File: config.mk
export PLATFORM = sky130hd
export DESIGN_NAME = random_record_byte_generator_top
export DESIGN_NICKNAME = d
export VERILOG_FILES = /design/src/sv/rrbg_pkg.sv /design/src/sv/random_record_byte_generator_top.sv /design/src/sv/rrbg_front.sv /design/src/sv/rrbg_fifo.sv /design/src/sv/rrbg_back.sv
export SDC_FILE = /design/constraint.sdc
export NUM_CORES = 2
export LEC_CHECK = 0
export CAP_MARGIN = 20
export CORE_MARGIN = 2
export CORE_UTILIZATION = 55
export DETAILED_ROUTE_END_ITERATION = 10
export DONT_BUFFER_PORTS = 1
export PLACE_DENSITY = 0.71
export SLEW_MARGIN = 30
export SYNTH_ARGS = -nofsm -noshare
export SYNTH_HDL_FRONTEND = slang
export SYNTH_HIERARCHICAL = 1
export SYNTH_SLANG_ARGS = --single-unit
File: constraint.sdc
create_clock -name clk -period 10.9 [get_ports clk]
set_clock_uncertainty 0.05 [all_clocks]
set_input_delay 0.545 -clock clk [delete_from_list [all_inputs] [get_ports clk]]
set_output_delay 0.545 -clock clk [all_outputs]
set_load 0.05 [all_outputs]
File: src/sv/rrbg_pkg.sv
`timescale 1ns / 1ps

package rrbg_pkg;

  localparam int WORD_W  = 64;
  localparam int LEN_W   = 17;
  localparam int BUDGET_W = 8;
  localparam int CFG_ADDR_W = 2;

  // register indexes of the configuration port
  localparam logic [CFG_ADDR_W-1:0] CFG_RECORD_LENGTH = 2'd0;
  localparam logic [CFG_ADDR_W-1:0] CFG_BIT_BUDGET    = 2'd1;
  localparam logic [CFG_ADDR_W-1:0] CFG_ASCII_MODE    = 2'd2;
  localparam logic [CFG_ADDR_W-1:0] CFG_START_SEED    = 2'd3;

  localparam logic [LEN_W-1:0]    RST_RECORD_LENGTH = 17'd16;
  localparam logic [BUDGET_W-1:0] RST_BIT_BUDGET    = 8'd128;
  localparam logic [WORD_W-1:0]   RST_START_SEED    = 64'd1;

  // xoroshiro128+ rotation and shift amounts
  localparam int ROT_A = 24;
  localparam int ROT_B = 37;
  localparam int SHL_C = 16;

  localparam logic [BUDGET_W-1:0] UNIFORM_BUDGET = 8'd128;
  localparam logic [BUDGET_W-1:0] HALF_BUDGET    = 8'd64;

  localparam logic [7:0] CHAR_NL     = 8'h0a;
  localparam logic [7:0] CHAR_DIGIT0 = 8'h30;
  localparam logic [7:0] CHAR_LOWER_A = 8'h61;

  localparam int FIFO_DEPTH = 4;
  localparam int FIFO_PTR_W = $clog2(FIFO_DEPTH);
  localparam int FIFO_CNT_W = $clog2(FIFO_DEPTH + 1);

  typedef struct packed {
    logic [WORD_W-1:0] s0;
    logic [WORD_W-1:0] s1;
  } gen_t;

  // one queued byte job: generator state to draw from, byte kind and last flag
  typedef struct packed {
    gen_t src;
    logic ascii;
    logic last;
  } job_t;

endpackage

File: src/sv/random_record_byte_generator_top.sv
`timescale 1ns / 1ps

// channel   | handshake            | payload
// ----------+----------------------+-------------------------------------
// in        | in_valid / in_ready  | in_restart
// out       | out_valid / out_ready| out_data_byte, out_last_of_record
// cfg       | cfg_we               | cfg_addr, cfg_wdata
//
// one beat in and one byte out per cycle unless the queue is full or the
// receiver stalls; secondary reseeding at a record start adds no stall
// an accepted beat is held in the queue, then registered in the draw adder,
// digit sum and output registers of the back end
// a four-entry queue parts front and back; in_ready drops only when it is full
// reset is synchronous, active low; no clearing pass

module random_record_byte_generator_top #(
  parameter int MAX_RECORD_BYTES = 65536
) (
  input  logic                            clk,
  input  logic                            rst_n,
  input  logic                            cfg_we,
  input  logic [rrbg_pkg::CFG_ADDR_W-1:0] cfg_addr,
  input  logic [rrbg_pkg::WORD_W-1:0]     cfg_wdata,
  input  logic                            in_valid,
  output logic                            in_ready,
  input  logic                            in_restart,
  output logic                            out_valid,
  input  logic                            out_ready,
  output logic [7:0]                      out_data_byte,
  output logic                            out_last_of_record
);

  logic           push_valid, push_ready;
  rrbg_pkg::job_t push_job;
  logic           pop_valid, pop_ready;
  rrbg_pkg::job_t pop_job;

  rrbg_front #(
    .MAX_RECORD_BYTES(MAX_RECORD_BYTES)
  ) u_front (
    .clk        (clk),
    .rst_n      (rst_n),
    .cfg_we     (cfg_we),
    .cfg_addr   (cfg_addr),
    .cfg_wdata  (cfg_wdata),
    .in_valid   (in_valid),
    .in_ready   (in_ready),
    .in_restart (in_restart),
    .push_valid (push_valid),
    .push_ready (push_ready),
    .push_job   (push_job)
  );

  rrbg_fifo u_fifo (
    .clk        (clk),
    .rst_n      (rst_n),
    .push_valid (push_valid),
    .push_ready (push_ready),
    .push_job   (push_job),
    .pop_valid  (pop_valid),
    .pop_ready  (pop_ready),
    .pop_job    (pop_job)
  );

  rrbg_back u_back (
    .clk                (clk),
    .rst_n              (rst_n),
    .pop_valid          (pop_valid),
    .pop_ready          (pop_ready),
    .pop_job            (pop_job),
    .out_valid          (out_valid),
    .out_ready          (out_ready),
    .out_data_byte      (out_data_byte),
    .out_last_of_record (out_last_of_record)
  );

endmodule

File: src/sv/rrbg_front.sv
`timescale 1ns / 1ps

module rrbg_front #(
  parameter int MAX_RECORD_BYTES = 65536
) (
  input  logic                                 clk,
  input  logic                                 rst_n,
  input  logic                                 cfg_we,
  input  logic [rrbg_pkg::CFG_ADDR_W-1:0]      cfg_addr,
  input  logic [rrbg_pkg::WORD_W-1:0]          cfg_wdata,
  input  logic                                 in_valid,
  output logic                                 in_ready,
  input  logic                                 in_restart,
  output logic                                 push_valid,
  input  logic                                 push_ready,
  output rrbg_pkg::job_t                       push_job
);

  localparam int POS_W = $clog2(MAX_RECORD_BYTES);
  localparam logic [rrbg_pkg::LEN_W-1:0] MAX_LEN = rrbg_pkg::LEN_W'(MAX_RECORD_BYTES);
  localparam logic [rrbg_pkg::LEN_W-1:0] MIN_LEN = rrbg_pkg::LEN_W'(2);

  function automatic rrbg_pkg::gen_t xr_step(input rrbg_pkg::gen_t g);
    rrbg_pkg::gen_t n;
    logic [rrbg_pkg::WORD_W-1:0] b;
    b    = g.s1 ^ g.s0;
    n.s0 = ((g.s0 << rrbg_pkg::ROT_A) | (g.s0 >> (rrbg_pkg::WORD_W - rrbg_pkg::ROT_A)))
           ^ b ^ (b << rrbg_pkg::SHL_C);
    n.s1 = (b << rrbg_pkg::ROT_B) | (b >> (rrbg_pkg::WORD_W - rrbg_pkg::ROT_B));
    return n;
  endfunction

  function automatic rrbg_pkg::gen_t seed_gen(input logic [rrbg_pkg::WORD_W-1:0] s);
    rrbg_pkg::gen_t g;
    g.s0 = s;
    g.s1 = '0;
    return xr_step(xr_step(g));
  endfunction

  logic [rrbg_pkg::LEN_W-1:0]    record_length_r;
  logic [rrbg_pkg::BUDGET_W-1:0] bit_budget_r;
  logic                          ascii_mode_r;
  logic [rrbg_pkg::WORD_W-1:0]   start_seed_r;

  rrbg_pkg::gen_t main_r, main_nxt;
  rrbg_pkg::gen_t aux_r, aux_nxt;
  logic           use_aux_r, use_aux_nxt;
  logic [POS_W-1:0] pos_r, pos_nxt;

  logic [rrbg_pkg::LEN_W-1:0]    len_eff;
  logic [rrbg_pkg::BUDGET_W-1:0] budget_eff;
  logic [POS_W-1:0]              pos0;
  logic [rrbg_pkg::LEN_W-1:0]    pos_inc;
  logic                          last;
  logic                          start;
  logic                          uniform;
  logic                          wide;
  logic                          seeding;
  logic                          use_cur;
  logic                          take_draw;
  logic [6:0]                    sh_full;
  logic [5:0]                    sh;
  logic [rrbg_pkg::WORD_W-1:0]   sum0, sum1, shifted;
  rrbg_pkg::gen_t                main_pre, step1, step2, aux_seed, aux_fresh;
  rrbg_pkg::gen_t                main_cur, aux_cur, src, src_next;
  logic                          accept;

  assign accept     = in_valid && in_ready;
  assign in_ready   = push_ready;
  assign push_valid = in_valid;

  always_comb begin
    len_eff = record_length_r;
    if (len_eff < MIN_LEN) len_eff = MIN_LEN;
    if (len_eff > MAX_LEN) len_eff = MAX_LEN;
    budget_eff = (bit_budget_r == '0) ? rrbg_pkg::BUDGET_W'(1) : bit_budget_r;
  end

  assign pos0    = in_restart ? '0 : pos_r;
  assign pos_inc = rrbg_pkg::LEN_W'(pos0) + rrbg_pkg::LEN_W'(1);
  assign last    = (pos_inc >= len_eff);
  assign start   = (pos0 == '0);
  assign uniform = (budget_eff >= rrbg_pkg::UNIFORM_BUDGET) ||
                   ({12'd0, budget_eff} >= {len_eff, 3'b000});
  assign wide    = (budget_eff > rrbg_pkg::HALF_BUDGET);

  // 64 - budget, which is also 128 - budget modulo 64 for wide budgets
  assign sh_full = 7'd64 - budget_eff[6:0];
  assign sh      = sh_full[5:0];

  // reseed a secondary generator from one or two main draws
  always_comb begin
    main_pre = in_restart ? seed_gen(start_seed_r) : main_r;
    step1    = xr_step(main_pre);
    step2    = xr_step(step1);
    sum0     = main_pre.s0 + main_pre.s1;
    sum1     = step1.s0 + step1.s1;
    shifted  = (wide ? sum1 : sum0) >> sh;
    aux_seed.s0 = wide ? sum0 : shifted;
    aux_seed.s1 = wide ? shifted : '0;
    aux_fresh   = xr_step(xr_step(aux_seed));
  end

  assign seeding   = start && !uniform;
  assign use_cur   = start ? !uniform : use_aux_r;
  assign take_draw = !(ascii_mode_r && last);

  always_comb begin
    main_cur = seeding ? (wide ? step2 : step1) : main_pre;
    aux_cur  = seeding ? aux_fresh : aux_r;
    src      = use_cur ? aux_cur : main_cur;
    src_next = xr_step(src);
    main_nxt = (take_draw && !use_cur) ? src_next : main_cur;
    aux_nxt  = (take_draw && use_cur) ? src_next : aux_cur;
    use_aux_nxt = use_cur;
    pos_nxt  = last ? '0 : pos_inc[POS_W-1:0];
  end

  assign push_job.src   = src;
  assign push_job.ascii = ascii_mode_r;
  assign push_job.last  = last;

  always_ff @(posedge clk) begin
    if (!rst_n) begin
      record_length_r <= rrbg_pkg::RST_RECORD_LENGTH;
      bit_budget_r    <= rrbg_pkg::RST_BIT_BUDGET;
      ascii_mode_r    <= 1'b0;
      start_seed_r    <= rrbg_pkg::RST_START_SEED;
    end else if (cfg_we) begin
      case (cfg_addr)
        rrbg_pkg::CFG_RECORD_LENGTH: record_length_r <= cfg_wdata[rrbg_pkg::LEN_W-1:0];
        rrbg_pkg::CFG_BIT_BUDGET:    bit_budget_r    <= cfg_wdata[rrbg_pkg::BUDGET_W-1:0];
        rrbg_pkg::CFG_ASCII_MODE:    ascii_mode_r    <= cfg_wdata[0];
        rrbg_pkg::CFG_START_SEED:    start_seed_r    <= cfg_wdata;
        default: ;
      endcase
    end
  end

  always_ff @(posedge clk) begin
    if (!rst_n) begin
      main_r    <= seed_gen(rrbg_pkg::RST_START_SEED);
      aux_r     <= '0;
      use_aux_r <= 1'b0;
      pos_r     <= '0;
    end else if (accept) begin
      main_r    <= main_nxt;
      aux_r     <= aux_nxt;
      use_aux_r <= use_aux_nxt;
      pos_r     <= pos_nxt;
    end
  end

endmodule

File: src/sv/rrbg_fifo.sv
`timescale 1ns / 1ps

module rrbg_fifo (
  input  logic           clk,
  input  logic           rst_n,
  input  logic           push_valid,
  output logic           push_ready,
  input  rrbg_pkg::job_t push_job,
  output logic           pop_valid,
  input  logic           pop_ready,
  output rrbg_pkg::job_t pop_job
);

  rrbg_pkg::job_t mem_r [rrbg_pkg::FIFO_DEPTH];
  logic [rrbg_pkg::FIFO_PTR_W-1:0] wr_ptr_r, rd_ptr_r;
  logic [rrbg_pkg::FIFO_CNT_W-1:0] count_r, count_nxt;
  logic do_push, do_pop;

  assign push_ready = (count_r != rrbg_pkg::FIFO_CNT_W'(rrbg_pkg::FIFO_DEPTH));
  assign pop_valid  = (count_r != '0);
  assign pop_job    = mem_r[rd_ptr_r];
  assign do_push    = push_valid && push_ready;
  assign do_pop     = pop_valid && pop_ready;

  always_comb begin
    count_nxt = count_r;
    if (do_push && !do_pop) count_nxt = count_r + rrbg_pkg::FIFO_CNT_W'(1);
    if (!do_push && do_pop) count_nxt = count_r - rrbg_pkg::FIFO_CNT_W'(1);
  end

  always_ff @(posedge clk) begin
    if (!rst_n) begin
      wr_ptr_r <= '0;
      rd_ptr_r <= '0;
      count_r  <= '0;
    end else begin
      count_r <= count_nxt;
      if (do_push) wr_ptr_r <= wr_ptr_r + rrbg_pkg::FIFO_PTR_W'(1);
      if (do_pop)  rd_ptr_r <= rd_ptr_r + rrbg_pkg::FIFO_PTR_W'(1);
    end
  end

  always_ff @(posedge clk) begin
    if (do_push) mem_r[wr_ptr_r] <= push_job;
  end

endmodule

File: src/sv/rrbg_back.sv
`timescale 1ns / 1ps

module rrbg_back (
  input  logic           clk,
  input  logic           rst_n,
  input  logic           pop_valid,
  output logic           pop_ready,
  input  rrbg_pkg::job_t pop_job,
  output logic           out_valid,
  input  logic           out_ready,
  output logic [7:0]     out_data_byte,
  output logic           out_last_of_record
);

  localparam int DRAW_W = rrbg_pkg::WORD_W - 4;
  localparam int CHUNKS = DRAW_W / 6;

  // 64 is 1 mod 9, so the six-bit digits sum to the same residue
  function automatic logic [9:0] digit_sum(input logic [DRAW_W-1:0] r);
    logic [9:0] acc;
    acc = '0;
    for (int i = 0; i < CHUNKS; i++) acc = acc + 10'(r[6*i +: 6]);
    return acc;
  endfunction

  function automatic logic [7:0] alnum(input logic [9:0] s, input logic [1:0] m4);
    logic [6:0] t;
    logic [5:0] u;
    logic [4:0] v;
    logic [3:0] m9;
    logic [1:0] k;
    logic [5:0] x;
    t  = 7'(s[9:6]) + 7'(s[5:0]);
    u  = 6'(7'(t[6]) + 7'(t[5:0]));
    // 8 is -1 mod 9
    v  = 5'(u[2:0]) - 5'(u[5:3]);
    m9 = v[4] ? 4'(v + 5'd9) : v[3:0];
    // pick x = m9 + 9k with x matching the residue mod 4
    k  = m4 - m9[1:0];
    x  = 6'(m9) + 6'({k, 3'b000}) + 6'(k);
    if (x < 6'd10) return rrbg_pkg::CHAR_DIGIT0 + 8'(x);
    return rrbg_pkg::CHAR_LOWER_A + 8'(x - 6'd10);
  endfunction

  logic en;
  logic a_valid_r, b_valid_r, out_valid_r;
  logic [DRAW_W-1:0] a_draw_r;
  logic a_ascii_r, a_last_r;
  logic [9:0] b_dsum_r;
  logic [1:0] b_m4_r;
  logic [7:0] b_raw_r;
  logic b_ascii_r, b_last_r;
  logic [7:0] out_data_r, out_data_nxt;
  logic out_last_r;
  logic [rrbg_pkg::WORD_W-1:0] sum;

  assign en        = !out_valid_r || out_ready;
  assign pop_ready = en;
  assign sum       = pop_job.src.s0 + pop_job.src.s1;

  always_comb begin
    if (b_ascii_r && b_last_r) out_data_nxt = rrbg_pkg::CHAR_NL;
    else if (b_ascii_r)        out_data_nxt = alnum(b_dsum_r, b_m4_r);
    else                       out_data_nxt = b_raw_r;
  end

  always_ff @(posedge clk) begin
    if (!rst_n) begin
      a_valid_r   <= 1'b0;
      b_valid_r   <= 1'b0;
      out_valid_r <= 1'b0;
    end else if (en) begin
      a_valid_r   <= pop_valid;
      b_valid_r   <= a_valid_r;
      out_valid_r <= b_valid_r;
    end
  end

  always_ff @(posedge clk) begin
    if (en) begin
      a_draw_r   <= sum[rrbg_pkg::WORD_W-1:4];
      a_ascii_r  <= pop_job.ascii;
      a_last_r   <= pop_job.last;
      b_dsum_r   <= digit_sum(a_draw_r);
      b_m4_r     <= a_draw_r[1:0];
      b_raw_r    <= a_draw_r[7:0];
      b_ascii_r  <= a_ascii_r;
      b_last_r   <= a_last_r;
      out_data_r <= out_data_nxt;
      out_last_r <= b_last_r;
    end
  end

  assign out_valid          = out_valid_r;
  assign out_data_byte      = out_data_r;
  assign out_last_of_record = out_last_r;

endmodule

==> results.yml, run 1 <==
yosys:
  syn_nets: 9537
  ys_seq_area_share_pct: 31.9
  yosysTopAreaCellShare_pct: 22.6
  synthSimpleGateAreaFrac_pct: 15.2
  ys_warn_count: 6
  synthArstFlopShare_pct: 0
  synth-compound-area-share_pct: 21.1
  synth_cells: 9161
  ys_top_cells_by_area: "edfxtp_1 (23%), dfxtp_1 (9.3%), xnor2_1 (9.2%), nand2_1 (5.1%), a21oi_1 (5.0%)"
  synth_top_family_by_area: "compound AO/OA/AOI/OAI gates"
  ys_top_cells_by_count: "nand2_1 (1094), xnor2_1 (848), a21oi_1 (806), nor2_1 (756), edfxtp_1 (611)"
  ys_types: 118
  synth_edf_count: 611
  synthMuxAreaShare_pct: 6.78
  synth_area_um2: 81000
  syn_area_per_cell_um2: 8.84
  synth_area_leader_cell: "edfxtp_1"
  synth_fa_ha_area_share_pct: 5.15
  synth-xor-area-share_pct: 15.4
  synth_most_common_cell: "nand2_1"
  dominantRegCellSynth: "edfxtp_1"
  ys_ff_latch: 986
clock_tree:
  cts_buffers: 96
  clockRootBuffer: "clkbuf_16"
  cts_buffer_depth: 3
  cts_max_level: 3
  cts_sinks: 986
run_status:
  stop_error: "[ERROR GRT-0116] Global routing finished with congestion. Check the congestion regions in the DRC Viewer."
  run_status: "stopped before the end"
  lastStage: "global routing"
floorplan:
  die_h_um: 388
  rows: 140
  dieWidth_um: 388
  initial_utilization_pct: 55.5
  ios: 83
place:
  place_area_um2: 92900
  port_buffers: 0
  place_congestion: 1.33
  dp_slack_ns: -0.634
  hpwl_um: 384000
grt:
  grt_pass1_wl_um: 742000
  gr-total-overflow: 2
  grt_pass1_vias: 94403
  grt.total_usage_pct: 70.2
  grt_start_max_net_pins: 191
-- metrics by stage --
step                utilization (%)  std cells
floorplan                         -       9161
global placement               63.6      11939
detailed placement             63.7      11947
CTS                            66.4      12191
-- cell families after synthesis --
logic type               Yosys count
flip-flops                       986
multiplexers                     361
XOR/XNOR                        1258
AO/OA/AOI/OAI                   2618
adder cells (fa/ha/maj)          305
AND/OR/NAND/NOR                 2752
buffers and inverters            881
-- per-layer routing --
| layer | track usage [%] | GRT overflow |
|---|---|---|
| met5 | 29.9 | 0 |
| met4 | 62.1 | 1 |
| met3 | 54.8 | 0 |
| met2 | 84.0 | 1 |
| met1 | 75.2 | 0 |
-- repair_timing --
action,CTS
endpoints found under the setup margin,77
hold buffers,63
resized for setup,5
endpoints found under the hold margin,151
buffers inserted,1
pin swaps,1
==> run 2: changes to the inputs <==
--- a/config.mk
+++ b/config.mk
@@ -7,10 +7,10 @@
 export LEC_CHECK = 0
 export CAP_MARGIN = 20
 export CORE_MARGIN = 2
-export CORE_UTILIZATION = 55
+export CORE_UTILIZATION = 40
 export DETAILED_ROUTE_END_ITERATION = 10
 export DONT_BUFFER_PORTS = 1
-export PLACE_DENSITY = 0.71
+export PLACE_DENSITY_LB_ADDON = 0.15
 export SLEW_MARGIN = 30
 export SYNTH_ARGS = -nofsm -noshare
 export SYNTH_HDL_FRONTEND = slang
==> results.yml, run 2 <==
worst_setup_path:
  crit_path_end_kind: "flip-flop"
  cp_max_fo: 10
  crit-reg2reg-launch: "u_front/start_seed_r[14]"
  crit_family: "XOR/XNOR gates"
  crit_path_frequent_cell: "xnor2_1"
  max_stage_delay_ns: 1.06
  r2r_setup_slack_ns: -0.10
  worstRegToRegCells: 30
  cp.arrival_ns: 11.65
  startpoint_type: "flip-flop"
  critical_path_buf_inv_count: 5
  critPathSlowestCell: "ha_1"
  setup.worst_path.class: "reg2reg"
  cp.required_ns: 11.54
  r2r_end: "u_front/main_r[8]"
layout:
  nets: 10618
  largest_register: "u_fifo/mem_r"
  drive_above_1_share_pct: 21.2
  fin_cells: 13038
  reg.largest.list: "u_fifo/mem_r: 520 flops, u_front/aux_r: 128 flops, u_front/main_r: 128 flops"
  fin_area_um2: 99100
  layout_common_cells: "buf_4 (1527), nand2_1 (1086), xnor2_1 (819)"
  multi_input_area_um2: 52200
  largest_reg_flops: 520
  area_delta_synth_final_pct: 22.3
  fin_util_pct: 49.1
  seq_area_um2: 25900
  final_common_cell: "buf_4"
  fillCellCount: 19323
clock_tree:
  clock_latency_ns: 0.85
  cts_buffers: 109
  cts_buffer_depth: 3
  cts_max_level: 3
  clockRootBuffer: "clkbuf_16"
  cts_tree: "built"
  clk_pin_slew_ns: 0.06
  cts_sinks: 986
sta:
  finalCritPeriodShare_pct: 101
  setup_viol: 3
  rsz0062_at_grt: "false"
  max_freq_ghz: 0.0909
  worstMarginPinSlew_ns: 1.19
  whs_ns: 0.0431
  setup_slack_ns: -0.103
  slew_viol_final: 0
  finalHoldViolCount: 0
  fin_crit_ns: 11.00
  slew_headroom_pct: 19.9
yosys:
  synth_most_common_cell: "nand2_1"
  synth_area_um2: 81000
  syn_nets: 9537
  ys_top_cells_by_count: "nand2_1 (1094), xnor2_1 (848), a21oi_1 (806), nor2_1 (756), edfxtp_1 (611)"
  synthArstFlopShare_pct: 0
  ys_seq_area_share_pct: 31.9
  synth_cells: 9161
  ys_ff_latch: 986
  ys_warn_count: 6
  syn_area_per_cell_um2: 8.84
  yosysTopAreaCellShare_pct: 22.6
  ys_top_cells_by_area: "edfxtp_1 (23%), dfxtp_1 (9.3%), xnor2_1 (9.2%), nand2_1 (5.1%), a21oi_1 (5.0%)"
  synth_edf_count: 611
  synth_area_leader_cell: "edfxtp_1"
  dominantRegCellSynth: "edfxtp_1"
  ys_types: 118
grt:
  antenna_found_initial: 58
  grt.total_usage_pct: 49.3
  gr-total-overflow: 0
  grt_start_max_net_pins: 185
  grt_pass1_vias: 80050
  grt_pass1_wl_um: 693000
routing:
  num_vias: 87223
  drc: 0
  ant_nets: 0
  routed_via_density: 6.69
  drt_pass1_iterations: 8
  drt_iter0_markers: 14736
  routed_wl_um: 524000
  wl_per_cell_um: 40.2
run_status:
  violations: "negative setup slack"
  run_status: "finished, violations left"
min_path:
  hold-path-endpoint: "u_fifo/wr_ptr_r[1]"
  holdPathStages: 2
  hold_path.class: "in2reg"
  min-delay-start: "in_valid"
floorplan:
  rows: 165
  die_h_um: 454
  initial_utilization_pct: 40.2
  dieArea_um2: 206000
  ios: 83
  dieWidth_um: 454
  core_um2: 202000
place:
  hpwl_um: 419000
  dp_cells: 12729
  place_congestion: 1.18
  port_buffers: 0
  place_area_um2: 94200
job:
  drv_cap: 0
-- run 2: cell counts after synthesis --
Identical to the previous run, type by type.
-- run 2: repair_timing --
item | in CTS | in global routing
endpoints found under the hold margin | 196 | 0
buffers inserted | 0 | 1
pin swaps | 0 | 1
hold buffers | 73 | 0
resized for setup | 7 | 53
endpoints found under the setup margin | 61 | 247
-- run 2: cell type report --
class / instances / area share (%)
inverter: 212 / 0.808
sequential: 986 / 26.1
multi-input combinational: 7294 / 52.7
timing repair buffer: 1639 / 13.1
clock buffer: 141 / 2.99
antenna: 31 / 0.0783
clock inverter: 63 / 0.818
tap: 2672 / 3.37
-- run 2: worst max path at each step --
stage                                  start                  end  slack [ns]  depth (start not counted)
floorplan                         in_restart  u_front/main_r[123]        1.27                         35
global placement    u_front/start_seed_r[30]    u_front/aux_r[81]       -0.32                         39
detailed placement  u_front/start_seed_r[51]   u_front/main_r[76]       -0.32                         35
CTS                 u_front/start_seed_r[30]  u_front/main_r[124]       0.007                         38
global route        u_front/start_seed_r[38]   u_front/main_r[88]       0.007                         39
finish              u_front/start_seed_r[14]    u_front/main_r[8]       -0.10                         30
-- run 2: per-layer routing --
metal | vias to the layer above | global-route usage [%] | part of all wire, % | wire (um)
met5 | - | 0.0233 | 0.11 | 580
met4 | 52 | 38.3 | 9.8 | 51300
met1 | 42748 | 59.9 | 36 | 191000
met2 | 6890 | 68.5 | 40 | 208000
met3 | 1725 | 20.3 | 14 | 73500
li1 | 35808 | - | - | -
-- run 2: logic make-up after synthesis --
group,synth area share [%]
simple gates,15.2
compound gates,21.1
xor+xnor,15.4
flops,31.9
buf+inv,4.48
mux,6.78
fa+ha+maj,5.15
-- run 2: stage by stage --
step | TNS, ns | setup slack (ns)
floorplan | 0 | 1.27
global placement | -3.40 | -0.324
detailed placement | -3.91 | -0.324
CTS | 0 | 0.00653
global route | 0 | 0.00733
finish | -0.174 | -0.103
Power of run 2 is left out: the tool's default activity adds up to more than one toggle a clock period on the data nets, which glitch-free logic cannot reach.
